==> src/rtl/i2a_pkg.sv <==
// Package for the integer to ASCII formatter: widths, format codes and
// character constants. No dependencies.

package i2a_pkg;

  localparam int VALUE_BITS  = 64;
  localparam int HEX_DIGITS  = (VALUE_BITS + 3) / 4;
  localparam int DEC_BITS    = 32;
  localparam int BCD_DIGITS  = 10;
  localparam int BCD_W       = BCD_DIGITS * 4;
  localparam int HEX_W       = HEX_DIGITS * 4;
  localparam int DIG_W       = (HEX_W > BCD_W) ? HEX_W : BCD_W;
  localparam int MAX_DIGITS  = (HEX_DIGITS > BCD_DIGITS) ? HEX_DIGITS : BCD_DIGITS;
  localparam int NDIG_W      = $clog2(MAX_DIGITS + 1);
  localparam int CNT_W       = $clog2(DEC_BITS);
  localparam int LEN_W       = 5;
  localparam int CHAR_W      = 8;
  localparam int FUNC_W      = 3;
  localparam int IN_DATA_W   = ((VALUE_BITS + 7) / 8) * 8;
  localparam int OUT_DATA_W  = ((CHAR_W + LEN_W + 7) / 8) * 8;

  localparam logic [FUNC_W-1:0] FMT_SDEC = 3'd0;
  localparam logic [FUNC_W-1:0] FMT_UDEC = 3'd1;
  localparam logic [FUNC_W-1:0] FMT_HEXL = 3'd2;
  localparam logic [FUNC_W-1:0] FMT_HEXU = 3'd3;
  localparam logic [FUNC_W-1:0] FMT_PTR  = 3'd4;

  localparam logic [CHAR_W-1:0] ASC_ZERO  = 8'd48;
  localparam logic [CHAR_W-1:0] ASC_UOFS  = 8'd55;
  localparam logic [CHAR_W-1:0] ASC_LOFS  = 8'd87;
  localparam logic [CHAR_W-1:0] ASC_MINUS = 8'h2d;
  localparam logic [CHAR_W-1:0] ASC_X     = 8'h78;

  localparam logic [LEN_W-1:0] NIL_LEN = 5'd5;

  function automatic logic [CHAR_W-1:0] nil_char(input logic [2:0] idx);
    logic [CHAR_W-1:0] c;
    case (idx)
      3'd0:    c = 8'h28;
      3'd1:    c = 8'h6e;
      3'd2:    c = 8'h69;
      3'd3:    c = 8'h6c;
      default: c = 8'h29;
    endcase
    return c;
  endfunction

endpackage

==> src/rtl/integer_to_ascii_formatter.sv <==
// Integer to ASCII formatter, top level.
// Depends on i2a_pkg.
//
// Usage: one beat on the slave side carries a number (tdata) and a format
// code (tuser): 0 signed decimal, 1 unsigned decimal, 2 hex lower, 3 hex
// upper, 4 pointer ("0x" + hex, or "(nil)" for zero). Codes 5..7 are
// dropped without output. The master side then gives one beat per
// character, most significant first; each beat carries the run length
// and tlast marks the final character.
// Decimal forms go through a bit-serial double dabble converter, one
// source bit per cycle. Leading zero digits are then dropped one per
// cycle (up to 9 for decimal, HEX_DIGITS-1 for hex). Characters then
// leave at one per cycle while the receiver takes them.
// tready is high only between items; the last character may still sit in
// the output register while the next item is taken.
// A stalled receiver holds the current beat and freezes emission.
// Reset (rst, synchronous) empties the output and returns to idle.

module integer_to_ascii_formatter (
  input  logic                           clk,
  input  logic                           rst,
  input  logic                           s_axis_tvalid,
  output logic                           s_axis_tready,
  input  logic [i2a_pkg::IN_DATA_W-1:0]  s_axis_tdata,  // [63:0] value
  input  logic [i2a_pkg::FUNC_W-1:0]     s_axis_tuser,  // [2:0] func
  output logic                           m_axis_tvalid,
  input  logic                           m_axis_tready,
  output logic [i2a_pkg::OUT_DATA_W-1:0] m_axis_tdata,  // [7:0] char_out, [12:8] run_length
  output logic                           m_axis_tlast   // last_char
);

  import i2a_pkg::*;

  typedef enum logic [1:0] {ST_IDLE, ST_CONV, ST_SKIP, ST_EMIT} state_t;

  state_t                 state;
  logic [FUNC_W-1:0]      func;
  logic                   neg;
  logic                   nil;
  logic [DEC_BITS-1:0]    src;
  logic [BCD_W-1:0]       bcd;
  logic [BCD_W-1:0]       bcd_next;
  logic [CNT_W-1:0]       cnt;
  logic [DIG_W-1:0]       dig;
  logic [NDIG_W-1:0]      nd;
  logic [LEN_W-1:0]       len;
  logic [LEN_W-1:0]       pos;
  logic [LEN_W-1:0]       prefix;
  logic [3:0]             nib;
  logic [CHAR_W-1:0]      ch;
  logic                   in_acc;
  logic                   out_free;
  logic                   is_digit;
  logic [DEC_BITS-1:0]    low;
  logic [VALUE_BITS-1:0]  hexval;

  assign s_axis_tready = (state == ST_IDLE);
  assign in_acc        = s_axis_tvalid && s_axis_tready;
  assign out_free      = !m_axis_tvalid || m_axis_tready;
  assign low           = s_axis_tdata[DEC_BITS-1:0];
  assign hexval        = s_axis_tdata[VALUE_BITS-1:0];

  // double dabble: add 3 to each BCD digit of 5 or more, then shift
  always_comb begin
    logic [BCD_W-1:0] adj;
    adj = bcd;
    for (int i = 0; i < BCD_DIGITS; i++) begin
      if (bcd[i*4 +: 4] >= 4'd5) begin
        adj[i*4 +: 4] = bcd[i*4 +: 4] + 4'd3;
      end
    end
    bcd_next = {adj[BCD_W-2:0], src[DEC_BITS-1]};
  end

  always_comb begin
    if (neg) begin
      prefix = 5'd1;
    end else if (func == FMT_PTR) begin
      prefix = 5'd2;
    end else begin
      prefix = 5'd0;
    end
  end

  assign nib      = dig[DIG_W-1 -: 4];
  assign is_digit = (pos >= prefix);

  always_comb begin
    if (nil) begin
      ch = nil_char(pos[2:0]);
    end else if (!is_digit) begin
      if (neg) begin
        ch = ASC_MINUS;
      end else if (pos == '0) begin
        ch = ASC_ZERO;
      end else begin
        ch = ASC_X;
      end
    end else if (nib < 4'd10) begin
      ch = ASC_ZERO + CHAR_W'(nib);
    end else if (func == FMT_HEXU) begin
      ch = ASC_UOFS + CHAR_W'(nib);
    end else begin
      ch = ASC_LOFS + CHAR_W'(nib);
    end
  end

  always_ff @(posedge clk) begin
    if (rst) begin
      state         <= ST_IDLE;
      m_axis_tvalid <= 1'b0;
    end else begin
      if (state == ST_EMIT && out_free) begin
        m_axis_tvalid <= 1'b1;
      end else if (m_axis_tready) begin
        m_axis_tvalid <= 1'b0;
      end
      unique case (state)
        ST_IDLE: begin
          if (in_acc) begin
            func <= s_axis_tuser;
            neg  <= (s_axis_tuser == FMT_SDEC) && low[DEC_BITS-1];
            nil  <= (s_axis_tuser == FMT_PTR) && (hexval == '0);
            pos  <= '0;
            cnt  <= '0;
            bcd  <= '0;
            case (s_axis_tuser)
              FMT_SDEC: begin
                src   <= low[DEC_BITS-1] ? (~low) + 32'd1 : low;
                state <= ST_CONV;
              end
              FMT_UDEC: begin
                src   <= low;
                state <= ST_CONV;
              end
              FMT_HEXL, FMT_HEXU, FMT_PTR: begin
                dig   <= DIG_W'(hexval) << (DIG_W - HEX_W);
                nd    <= NDIG_W'(HEX_DIGITS);
                state <= ST_SKIP;
              end
              default: state <= ST_IDLE;
            endcase
          end
        end
        ST_CONV: begin
          bcd <= bcd_next;
          src <= src << 1;
          cnt <= cnt + 1'b1;
          if (cnt == CNT_W'(DEC_BITS - 1)) begin
            dig   <= DIG_W'(bcd_next) << (DIG_W - BCD_W);
            nd    <= NDIG_W'(BCD_DIGITS);
            state <= ST_SKIP;
          end
        end
        ST_SKIP: begin
          if (nib == 4'd0 && nd > NDIG_W'(1)) begin
            dig <= dig << 4;
            nd  <= nd - 1'b1;
          end else begin
            len   <= nil ? NIL_LEN : prefix + LEN_W'(nd);
            state <= ST_EMIT;
          end
        end
        ST_EMIT: begin
          if (out_free) begin
            m_axis_tdata  <= OUT_DATA_W'({len, ch});
            m_axis_tlast  <= (pos == len - 1'b1);
            pos           <= pos + 1'b1;
            if (is_digit && !nil) begin
              dig <= dig << 4;
            end
            if (pos == len - 1'b1) begin
              state <= ST_IDLE;
            end
          end
        end
        default: state <= ST_IDLE;
      endcase
    end
  end

`ifndef NO_ASSERTIONS
  a_emit_pos: assert property (@(posedge clk) disable iff (rst)
    state == ST_EMIT |-> pos < len)
    else $error("emit position beyond run length");

  a_len_range: assert property (@(posedge clk) disable iff (rst)
    state == ST_EMIT |-> len >= 5'd1 && len <= 5'd18)
    else $error("run length out of range");

  a_skip_nd: assert property (@(posedge clk) disable iff (rst)
    state == ST_SKIP |-> nd >= NDIG_W'(1))
    else $error("digit count fell to zero");

  a_no_gap: assert property (@(posedge clk) disable iff (rst)
    m_axis_tvalid && m_axis_tready && !m_axis_tlast |=> m_axis_tvalid)
    else $error("gap inside a character run");
`endif

endmodule

==> config.mk <==
export PLATFORM = sky130hd
export DESIGN_NAME = integer_to_ascii_formatter
export DESIGN_NICKNAME = d
export VERILOG_FILES = /design/src/rtl/i2a_pkg.sv /design/src/rtl/integer_to_ascii_formatter.sv
export SDC_FILE = /design/constraint.sdc
export NUM_CORES = 1
export LEC_CHECK = 0
export ABC_AREA = 1
export BUFFER_PORTS_ARGS = -buffer_cell sky130_fd_sc_hd__buf_2
export CORE_MARGIN = 2
export CORE_UTILIZATION = 50
export CTS_CLUSTER_DIAMETER = 120
export DETAILED_ROUTE_END_ITERATION = 8
export PLACE_DENSITY_LB_ADDON = 0.05
export SETUP_SLACK_MARGIN = 0.4
export SYNTH_ARGS = -nofsm -noshare
export SYNTH_HDL_FRONTEND = slang
export SYNTH_SLANG_ARGS = --single-unit
==> constraint.sdc <==
create_clock -name clk -period 11.2 [get_ports clk]
set_clock_uncertainty 0.1 [all_clocks]
set_input_delay 1.12 -clock clk [delete_from_list [all_inputs] [get_ports clk]]
set_output_delay 1.12 -clock clk [all_outputs]
set_load 0.02 [all_outputs]
==> results of run 1 <==
synthesized netlist by cell type, types with 6 or more instances:
| library cell | number |
|---|---|
| nand2_1 | 215 |
| edfxtp_1 | 174 |
| inv_1 | 152 |
| nor2_1 | 140 |
| a21oi_1 | 97 |
| nand3_1 | 88 |
| o21ai_0 | 69 |
| ha_1 | 40 |
| o21ai_1 | 18 |
| buf_2 | 14 |
| nor3_1 | 13 |
| xor2_1 | 11 |
| a31oi_1 | 10 |
| clkbuf_1 | 10 |
| nor4_1 | 9 |
| buf_4 | 8 |
| nor2_2 | 8 |
| inv_2 | 7 |
| a211oi_1 | 6 |
| nand2_2 | 6 |
how the worst max path moves through the flow:
stage,end,slack (ps)
final,dig[33],7750
after global routing,dig[20],7500
after CTS,dig[15],7790
after detailed placement,dig[39],7790
after global placement,dig[36],7890
after floorplan,dig[0],6200
critical path: cells and delay by family, from the launching register on:
family	cells	cell delay [ps]
buffers and inverters	3	1430
AOI/OAI and AO/OA	3	570
DFF	1	380
adders and majority gates	1	190
and+or+nand+nor	2	280
final cells by class:
class,instances,share of cell area
Clock buffer,19,0.0382
Tap cell,270,0.0298
Timing Repair Buffer,90,0.0408
Clock inverter,13,0.0132
Inverter,159,0.0526
Sequential cell,177,0.466
Multi-Input combinational cell,779,0.359
power groups by stage:
stage | Combinational [mW] | Sequential (mW) | Clock (mW)
2_1_floorplan | 0.683 | 1.05 | 0
3_3_place_gp | 0.892 | 1.06 | 0
3_5_place_dp | 0.906 | 1.06 | 0
4_1_cts | 0.913 | 1.05 | 0.609
5_1_grt | 1.03 | 1.06 | 0.635
6_report | 0.899 | 1.05 | 0.601
layer usage:
metal,vias up,global-route usage,part of all wire
met5,-,0,0.00047
met4,2,0.0641,0.014
met3,24,0.0431,0.038
met2,175,0.376,0.49
met1,3692,0.298,0.45
li1,4030,-,-
per-stage QoR:
| stage | worst slack [ps] | instances | hold slack [ps] | power (mW) |
|---|---|---|---|---|
| after floorplan | 6200 | 1158 | 326 | 1.74 |
| after global placement | 7890 | 1475 | 344 | 1.95 |
| after detailed placement | 7790 | 1475 | 344 | 1.97 |
| after CTS | 7790 | 1507 | 361 | 2.57 |
| after global routing | 7500 | 1507 | 390 | 2.73 |
| final | 7750 | 1507 | 360 | 2.55 |
state kept, by name (all words and copies together), names as in the netlist, 2 cells and up:
| signal | flops |
|---|---|
| func | 3 |
| len | 5 |
| cnt | 5 |
| m_axis_tdata | 12 |
| bcd | 40 |
| dig | 64 |
| pos | 5 |
| nd | 5 |
| src | 32 |
| state | 2 |
kinds of logic (layout without fill, tap and decap cells):
group | Yosys count | after routing | synth area share
AO/OA/AOI/OAI | 217 | 217 | 0.115
XOR/XNOR | 11 | 11 | 0.00949
adder cells (fa/ha/maj) | 41 | 41 | 0.0513
buffers and inverters | 202 | 281 | 0.0826
flip-flops | 177 | 177 | 0.521
other | 1 | 4 | 0.000370
AND/OR/NAND/NOR | 506 | 506 | 0.221
layout by cell type (no fill, tap or decap), drive strengths merged, types with 3 or more instances in the layout:
cell type | netlist | routed
nand2 | 223 | 223
edfxtp | 174 | 174
inv | 159 | 163
nor2 | 152 | 152
a21oi | 98 | 98
nand3 | 92 | 92
buf | 31 | 90
o21ai | 88 | 88
ha | 40 | 40
clkbuf | 12 | 19
nor3 | 18 | 18
xor2 | 11 | 11
a31oi | 10 | 10
nor4 | 9 | 9
clkinv | 0 | 7
a211oi | 6 | 6
nand4 | 6 | 6
conb | 1 | 4
or2 | 4 | 4
a22oi | 3 | 3
dfxtp | 3 | 3
==> reports/qor.txt, run 1 <==
CTS max path bufs: 2
multi-input combinational cell area: 4080 um2
worst ir drop on vdd: 0.177 mV
post-place instance area: 10,800 um2
sink of the worst hold path: m_axis_tdata[9]
initial antenna violation count: 1
Synth Warn #: 0
drc violations: 0
total clock sinks: 177
WHS Path Cells: 0
RePlAce Congestion: 0.876
Worst Setup End Kind: flop
sequential area share after synthesis: 0.521
Die ar.: 21,500 um2
MaxCap Viol Count: 0
io pins: 90
Setup CP Type: reg -> reg
Starting Density: 0.505
Relative slew margins: 0.229
total track usage: 0.224
H-tree lvl count: 4
unrepaired setup endpoints after global routing: no
design area: 11,300 um2
routed via count: 7,923
critical path required time: 11,150 ps
flops & latches, synth: 177
post-route setup TNS: 0 ps
largest net degree at the start of global routing: 73
register share of total power: 0.411
Pleak: 4.85 nW
Syn Inst Count: 1,155
violation count after the first detailed-routing iteration: 513
Worst Path Arrival: 3400 ps
# resized after CTS: 0
Primary FF master, synth: edfxtp_1
critical path fanouts, max: 64
Worst-Margin Slew: 1150 ps
dpl hpwl: 16,500 um
Tmin final: 3450 ps
Hold WC Path Type: reg -> reg
clk slew on worst S/H paths: 70 ps
Net Sw Frac: 0.380
FMAX: 290 MHz
Die X: 146 um
register area: 5290 um2
final slew viol count: 0
Critical path origin: state[0]
largest cells by area after synthesis: edfxtp_1 (51%), nand2_1 (8.0%), inv_1 (5.6%)
Chip Height: 146 um
Final setup violation count: 0
max incr delay on CP: 710 ps
TritonCTS clock tree: yes
Avg Cell Area, Syn: 8.79 um2
CTS root buffer: clkbuf_16
grt total ovfl: 0
core area: 20,100 um2
Row Count: 52
Cell variety after synth: 48
P_int: 1.58 mW
reg2reg path depth: 9
post-route clock period utilization: 0.308
r2r startpoint: state[0]
Synth async-reset ratio: 0
outcome: completed
first-pass GRT wire length: 38,100 um
Slowest-stage cell, CP: inv_2
vias per cell: 5.26
Total Wirelength: 23,400 um
Synth area leader: edfxtp_1
synthesized cell area: 10,100 um2
final core utilization: 0.564
fraction of final layout cells sized beyond drive strength 1: 0.133
Hold Buf Count CTS: 0
First-pass DRT Iterations: 5
Clk Latency, worst-skew pair: 430 ps
final-report hold violation count: 0
post-route ant nets: 0
R2R Path End: dig[33]
clock network fraction of total power: 0.236
Port Buffers: 85
hold path startpoint: len[1]
Layout area overhead: 11.8%
Combinational Power Share: 0.353
CP Launch Type: flop
vias in the first global route: 7,524
ANT cells: 0
CP Cell Sequence: inv_1 -> ha_2 -> inv_2 -> nor2_1 -> a31oi_1 -> o21a_1 -> o21ai_0 -> nor2_4 -> buf_4
drt wl/cell: 15.6 um
R2R Setup Slk: 7750 ps
EDFF count, synth: 174
Post-CTS Setup Bufs: 0
fill cell count: 1,842
CTS Buf Count: 17
PD cells: 225 nW/um2
nets: 1,336
Sw Pwr: 0.967 mW
top cell type's share of synthesized area: 0.515
(Power assumes the default switching activity.)
==> run 2, diff against run 1 <==
==> constraint.sdc (replaced) <==
create_clock -name clk -period 3.07 [get_ports clk]
set_clock_uncertainty 0.1 [all_clocks]
set_input_delay 0.307 -clock clk [delete_from_list [all_inputs] [get_ports clk]]
set_output_delay 0.307 -clock clk [all_outputs]
set_load 0.02 [all_outputs]
==> run 2 against run 1 <==
  * Core utilization grew 0.71 points
  * Wire length down 0.96%
  * Non-clock buffer count is 7 higher
  * Cell count increased by 0.46%
  * Maximum frequency rose by 36%
  * Sequential share of layout area fell by 0.58 points
  * Die area is the same
  * Worst setup slack worse by 7200 ps
  * Global-route usage rose by 0.12 points
  * Critical path depth is the same
  * First-iteration DRC count down 12%
==> reports/qor.txt, run 2 (synthesized netlist as in run 1, its figures left out) <==
outcome: completed
critical path fanouts, max: 32 (-50%)
post-route ant nets: 0 (unchanged)
post-route setup TNS: 0 ps (unchanged)
Post-CTS Setup Bufs: 0 (unchanged)
P_int: 5.85 mW (+270%)
final slew viol count: 0 (unchanged)
Sw Pwr: 3.49 mW (+260%)
Pleak: 4.89 nW (+0.86%)
Slowest-stage cell, CP: edfxtp_1
total track usage: 0.225 (+0.00119)
total design power: 9.34 mW (+270%)
dpl hpwl: 16,600 um (+0.82%)
Hold WC Path Type: in -> reg
H-tree lvl count: 4 (unchanged)
core area: 20,100 um2 (unchanged)
WHS Path Cells: 1 (+1)
Layout area overhead: 13.2%
register share of total power: 0.409 (-0.002)
final-report hold violation count: 0 (unchanged)
total clock sinks: 177 (unchanged)
Row Count: 52 (unchanged)
largest registers: dig: 64 flops, bcd: 40 flops, src: 32 flops
First-pass DRT Iterations: 4 (-1)
vias per cell: 5.25 (-0.12%)
post-route clock period utilization: 0.823 (+0.515)
Chip Height: 146 um (unchanged)
R2R Path End: dig[42]
Most common cell on crit path: nor2_4
max incr delay on CP: 500 ps (-210 ps)
max reg flops: 64 (unchanged)
RePlAce Congestion: 0.806 (-8.1%)
initial antenna violation count: 0 (-1)
Setup CP Type: reg -> reg
first-pass GRT wire length: 38,600 um (+1.3%)
Post-Layout Cell Count: 1,514 (+0.46%)
Worst Setup End Kind: flop
nets: 1,343 (+0.52%)
ANT cells: 0 (unchanged)
Total Wirelength: 23,200 um (-0.96%)
Worst-Margin Slew: 693 ps (-462 ps)
Relative slew margins: 0.538 (+0.310)
Fin Hold WS: 65.4 ps (-294 ps)
Port Buffers: 85 (unchanged)
Combinational Power Share: 0.363 (+0.010)
CTS root buffer: clkbuf_16
io pins: 90 (unchanged)
drt wl/cell: 15.3 um (-1.4%)
largest net degree at the start of global routing: 72 (-1.4%)
R2R Setup Slk: 540 ps (-7210 ps)
Die X: 146 um (unchanged)
CTS Buf Count: 17 (unchanged)
worst ir drop on vdd: 0.581 mV (+230%)
Net Sw Frac: 0.374 (-0.00611)
unrepaired setup endpoints after global routing: no
Reg with most FFs: dig
most frequent cells in the layout: nand2_1 (215), edfxtp_1 (174), inv_1 (152)
drc violations: 0 (unchanged)
TritonCTS clock tree: yes
clock network fraction of total power: 0.228 (-0.008)
multi-input combinational cell area: 4100 um2 (+0.71%)
CP Launch Type: flop
r2r startpoint: neg
CTS max path bufs: 2 (unchanged)
clk slew on worst S/H paths: 60 ps (about the same)
PD cells: 814 nW/um2 (+260%)
critical path required time: 3090 ps (-8060 ps)
violation count after the first detailed-routing iteration: 452 (-12%)
fraction of final layout cells sized beyond drive strength 1: 0.140 (+0.00648)
dpl cells: 1,479 (+0.27%)
commonest non-fill, non-tap cell in the layout: nand2_1
Die ar.: 21,500 um2 (unchanged)
sink of the worst hold path: func[2]
register area: 5290 um2 (unchanged)
grt total ovfl: 0 (unchanged)
fill cell count: 1,819 (-1.2%)
Clk Latency, worst-skew pair: 420 ps (about the same)
dpl ws: 521 ps (-7270 ps)
reg2reg path depth: 9 (unchanged)
Tmin final: 2530 ps (-920 ps)
Final setup violation count: 0 (unchanged)
routed via count: 7,950 (+0.34%)
vias in the first global route: 7,799 (+3.7%)
FMAX: 396 MHz (+36%)
Starting Density: 0.505 (unchanged)
hold path startpoint: s_axis_tuser[2]
fin worst setup slack: 544 ps (-7210 ps)
CP Cell Sequence: nor4_2 -> inv_1 -> ha_1 -> a21boi_4 -> nor2_4 -> nor2_4 -> o21ai_2 -> nor2_4 -> clkbuf_16
Worst Path Arrival: 2550 ps (-850 ps)
MaxCap Viol Count: 0 (unchanged)
-- run 2: changes by cell type in the layout (fill, tap and decap cells not counted), sizes merged --
cell / before / now
inv: 163 / 160
dlygate4sd3: 0 / 2
clkbuf: 19 / 20
clkinv: 7 / 4
buf: 90 / 94
clkinvlp: 0 / 6
-- run 2: worst max-delay path, delay by kind of cell (launching register included) --
family / cells / cell delay (ps)
adder cells (fa/ha/maj): 1 / 290
buffers and inverters: 2 / 410
AO/OA/AOI/OAI: 2 / 260
AND/OR/NAND/NOR: 4 / 660
flip-flops: 1 / 500
-- run 2: how the worst max path moves through the flow --
stage / start / to / slack, ps / depth (start not counted)
floorplan: func[1] / dig[0] / 110 / 8
global placement: neg / dig[1] / 580 / 9
detailed placement: state[0] / dig[1] / 520 / 9
CTS: state[0] / dig[42] / 510 / 9
global route: neg / dig[36] / 420 / 9
finish: neg / dig[42] / 540 / 9
-- run 2: stage by stage --
step                       util  cell area [um2]
final                     0.571            11500
after global routing      0.571            11500
after CTS                 0.570            11500
after detailed placement  0.541            10900
after global placement    0.541            10900
after floorplan               -            10200
-- run 2: final cells by class --
class                   instances  share of cell area
well taps                     270              0.0294
inverters                     159              0.0521
clock buffers                  19              0.0377
flip-flops and latches        177               0.460
repair buffers                 97              0.0512
multi-input cells             779               0.357
clock inverters                13              0.0120
-- run 2: power by group through the flow --
stage	Combinational, mW	Clock (mW)	Sequential (mW)
2_1_floorplan	2.54	0	3.81
3_3_place_gp	3.33	0	3.87
3_5_place_dp	3.38	0	3.87
4_1_cts	3.40	2.17	3.82
5_1_grt	3.89	2.27	3.88
6_report	3.39	2.13	3.82
-- run 2: metal layers --
layer | vias to the layer above | global-route usage | share of wire
li1 | 4038 | - | -
met1 | 3720 | 0.298 | 0.46
met2 | 170 | 0.383 | 0.49
met3 | 22 | 0.0356 | 0.035
met4 | 0 | 0.0704 | 0.018
met5 | - | 0 | 0
-- run 2: repair_timing --
item / 4_1_cts / 5_1_grt
endpoints found under the hold margin: 2 / 0
setup endpoints to repair: 0 / 64
gates resized for setup: 0 / 1
hold buffers: 2 / 0
==> run 3, diff against run 2 <==
==> constraint.sdc (replaced) <==
create_clock -name clk -period 2.3 [get_ports clk]
set_clock_uncertainty 0.1 [all_clocks]
set_input_delay 0.23 -clock clk [delete_from_list [all_inputs] [get_ports clk]]
set_output_delay 0.23 -clock clk [all_outputs]
set_load 0.02 [all_outputs]
==> run 3 against run 2 <==
  * The run now ends with setup timing left
  * Hold slack lost 58 ps
  * Combinational power is 59% higher
  * Count of clock-buffer cells in the layout decreased by 1
  * Cell count up 3.5%
  * Global-route usage grew 0.68 points
==> reports/qor.txt, run 3 (synthesized netlist as in run 1, its figures left out) <==
outcome: finished with violations
failing checks: setup timing
post-route ant nets: 0 (unchanged)
largest registers: dig: 64 flops, bcd: 40 flops, src: 32 flops
Pleak: 5.25 nW (+7.3%)
Worst Path Arrival: 2410 ps (-140 ps)
commonest non-fill, non-tap cell in the layout: nand2_1
io pins: 90 (unchanged)
First-pass DRT Iterations: 5 (+1)
grt total ovfl: 0 (unchanged)
Clk Latency, worst-skew pair: 430 ps (about the same)
critical path required time: 2350 ps (-740 ps)
WHS Path Cells: 3 (+2)
Worst-Margin Slew: 546 ps (-146 ps)
R2R Setup Slk: -60 ps (-610 ps)
Die X: 146 um (unchanged)
FMAX: 423 MHz (+6.9%)
routed via count: 8,296 (+4.4%)
r2r startpoint: neg
Critical path origin: neg
vias per cell: 5.29 (+0.82%)
Final setup violation count: 65 (+65)
Row Count: 52 (unchanged)
Tmin final: 2360 ps (-163 ps)
Worst Setup End Kind: flop
grt met3 use: 0.0403 (+0.00469)
largest net degree at the start of global routing: 65 (-9.7%)
fraction of final layout cells sized beyond drive strength 1: 0.199 (+0.0590)
Critical Path End: dig[59]
Hold WC Path Type: in -> reg
final-report hold violation count: 0 (unchanged)
most frequent cells in the layout: nand2_1 (208), edfxtp_1 (174), inv_1 (146)
fin worst setup slack: -63.6 ps (-607 ps)
Reg with most FFs: dig
CP Launch Type: flop
Port Buffers: 85 (unchanged)
Chip Height: 146 um (unchanged)
first-pass GRT wire length: 39,400 um (+2.0%)
reg2reg path depth: 10 (+1)
GRT busiest layer: met2
critical path fanouts, max: 8 (-75%)
CTS Buf Count: 17 (unchanged)
Setup CP Type: reg -> reg
Total Wirelength: 24,800 um (+6.8%)
total clock sinks: 177 (unchanged)
core area: 20,100 um2 (unchanged)
GR Util met2: 0.398 (+0.0146)
unrepaired setup endpoints after global routing: yes
grt met1 use: 0.300 (+0.00217)
drc violations: 0 (unchanged)
CTS root buffer: clkbuf_16
total track usage: 0.232 (+0.00680)
final slew viol count: 0 (unchanged)
ANT cells: 0 (unchanged)
clk slew on worst S/H paths: 70 ps (about the same)
H-tree lvl count: 4 (unchanged)
R2R Path End: dig[59]
nets: 1,396 (+3.9%)
dpl hpwl: 17,100 um (+2.9%)
max reg flops: 64 (unchanged)
TritonCTS clock tree: yes
post-route clock period utilization: 1.03 (+0.205)
post-route setup TNS: -3060 ps (-3060 ps)
CTS max path bufs: 2 (unchanged)
drt wl/cell: 15.8 um (+3.2%)
MaxCap Viol Count: 0 (unchanged)
Die ar.: 21,500 um2 (unchanged)
RePlAce Congestion: 0.828 (+2.8%)
total design power: 13.2 mW (+42%)
Starting Density: 0.505 (unchanged)
worst ir drop on vdd: 0.781 mV (+34%)
Relative slew margins: 0.633 (+0.0950)
vias in the first global route: 8,006 (+2.7%)
initial antenna violation count: 0 (unchanged)
PD cells: 1070 nW/um2 (+32%)
Layout area overhead: 21.4%
violation count after the first detailed-routing iteration: 611 (+35%)
run 3: cell types whose count changed in the layout (fill, tap and decap cells not counted), moves of 5 or more:
cell,delta
buf_4,+22
buf_6,+14
dlygate4sd3_1,+8
ha_4,+5
inv_1,-6
inv_2,+5
nand2_1,-7
nand2_2,+5
nor2_1,-8
nor2_2,+6
nor3_1,-5
run 3: how the worst min path moves through the flow:
stage                      from               to  slack [ps]
2_1_floorplan               rst    m_axis_tvalid         200
3_3_place_gp             len[1]  m_axis_tdata[9]         330
3_5_place_dp             len[1]  m_axis_tdata[9]         340
4_1_cts        s_axis_tdata[44]          dig[44]           1
5_1_grt                     rst    m_axis_tvalid          20
6_report       s_axis_tdata[44]          dig[44]           7
run 3: final cells by class:
class	instances	area [um2]
sequential	177	5290
clock buffer	18	429
tap	270	338
inverter	159	604
fill	1751	7790
clock inverter	14	116
timing repair buffer	150	1210
multi-input combinational	779	4330
run 3: repair_timing:
item                       4_1_cts  5_1_grt
hold endpoints to repair        10        0
buffers inserted                12       11
setup endpoints to repair      121      128
hold buffers                    10        0
cloned                           3        3
resized for setup               21       47
pin swaps                        7       14
run 3: worst max-delay path: stages, from the launching register on:
cell and delay, ps:
edfxtp_1 430, nor4_4 300, inv_2 90, ha_4 270, a21boi_4 180, nor2_4 60
nor2_4 110, o21ai_4 70, nor2_4 140, buf_12 150, clkbuf_16 160
run 3: through the flow:
step / instance area (um2) / util / hold slack (ps) / setup slack (ps) / cells
after floorplan: 10300 / - / 202 / -652 / 1158
after global placement: 11100 / 0.551 / 334 / 8.77 / 1496
after detailed placement: 11100 / 0.551 / 339 / -30.8 / 1496
after CTS: 12000 / 0.596 / 1.46 / -2.96 / 1553
after global routing: 12300 / 0.613 / 21.3 / -168 / 1567
final: 12300 / 0.613 / 7.45 / -63.6 / 1567
run 3: power by group:
part	leakage [nW]	switching, mW	internal, mW
clock network	0.256	1.26	1.48
logic	3.34	3.40	1.97
registers	1.65	0.324	4.79
run 3: routing by layer:
metal  part of all wire  wire, um
met4              0.017       418
met5                  0         0
met2               0.49     12100
met1               0.45     11200
met3              0.043      1070
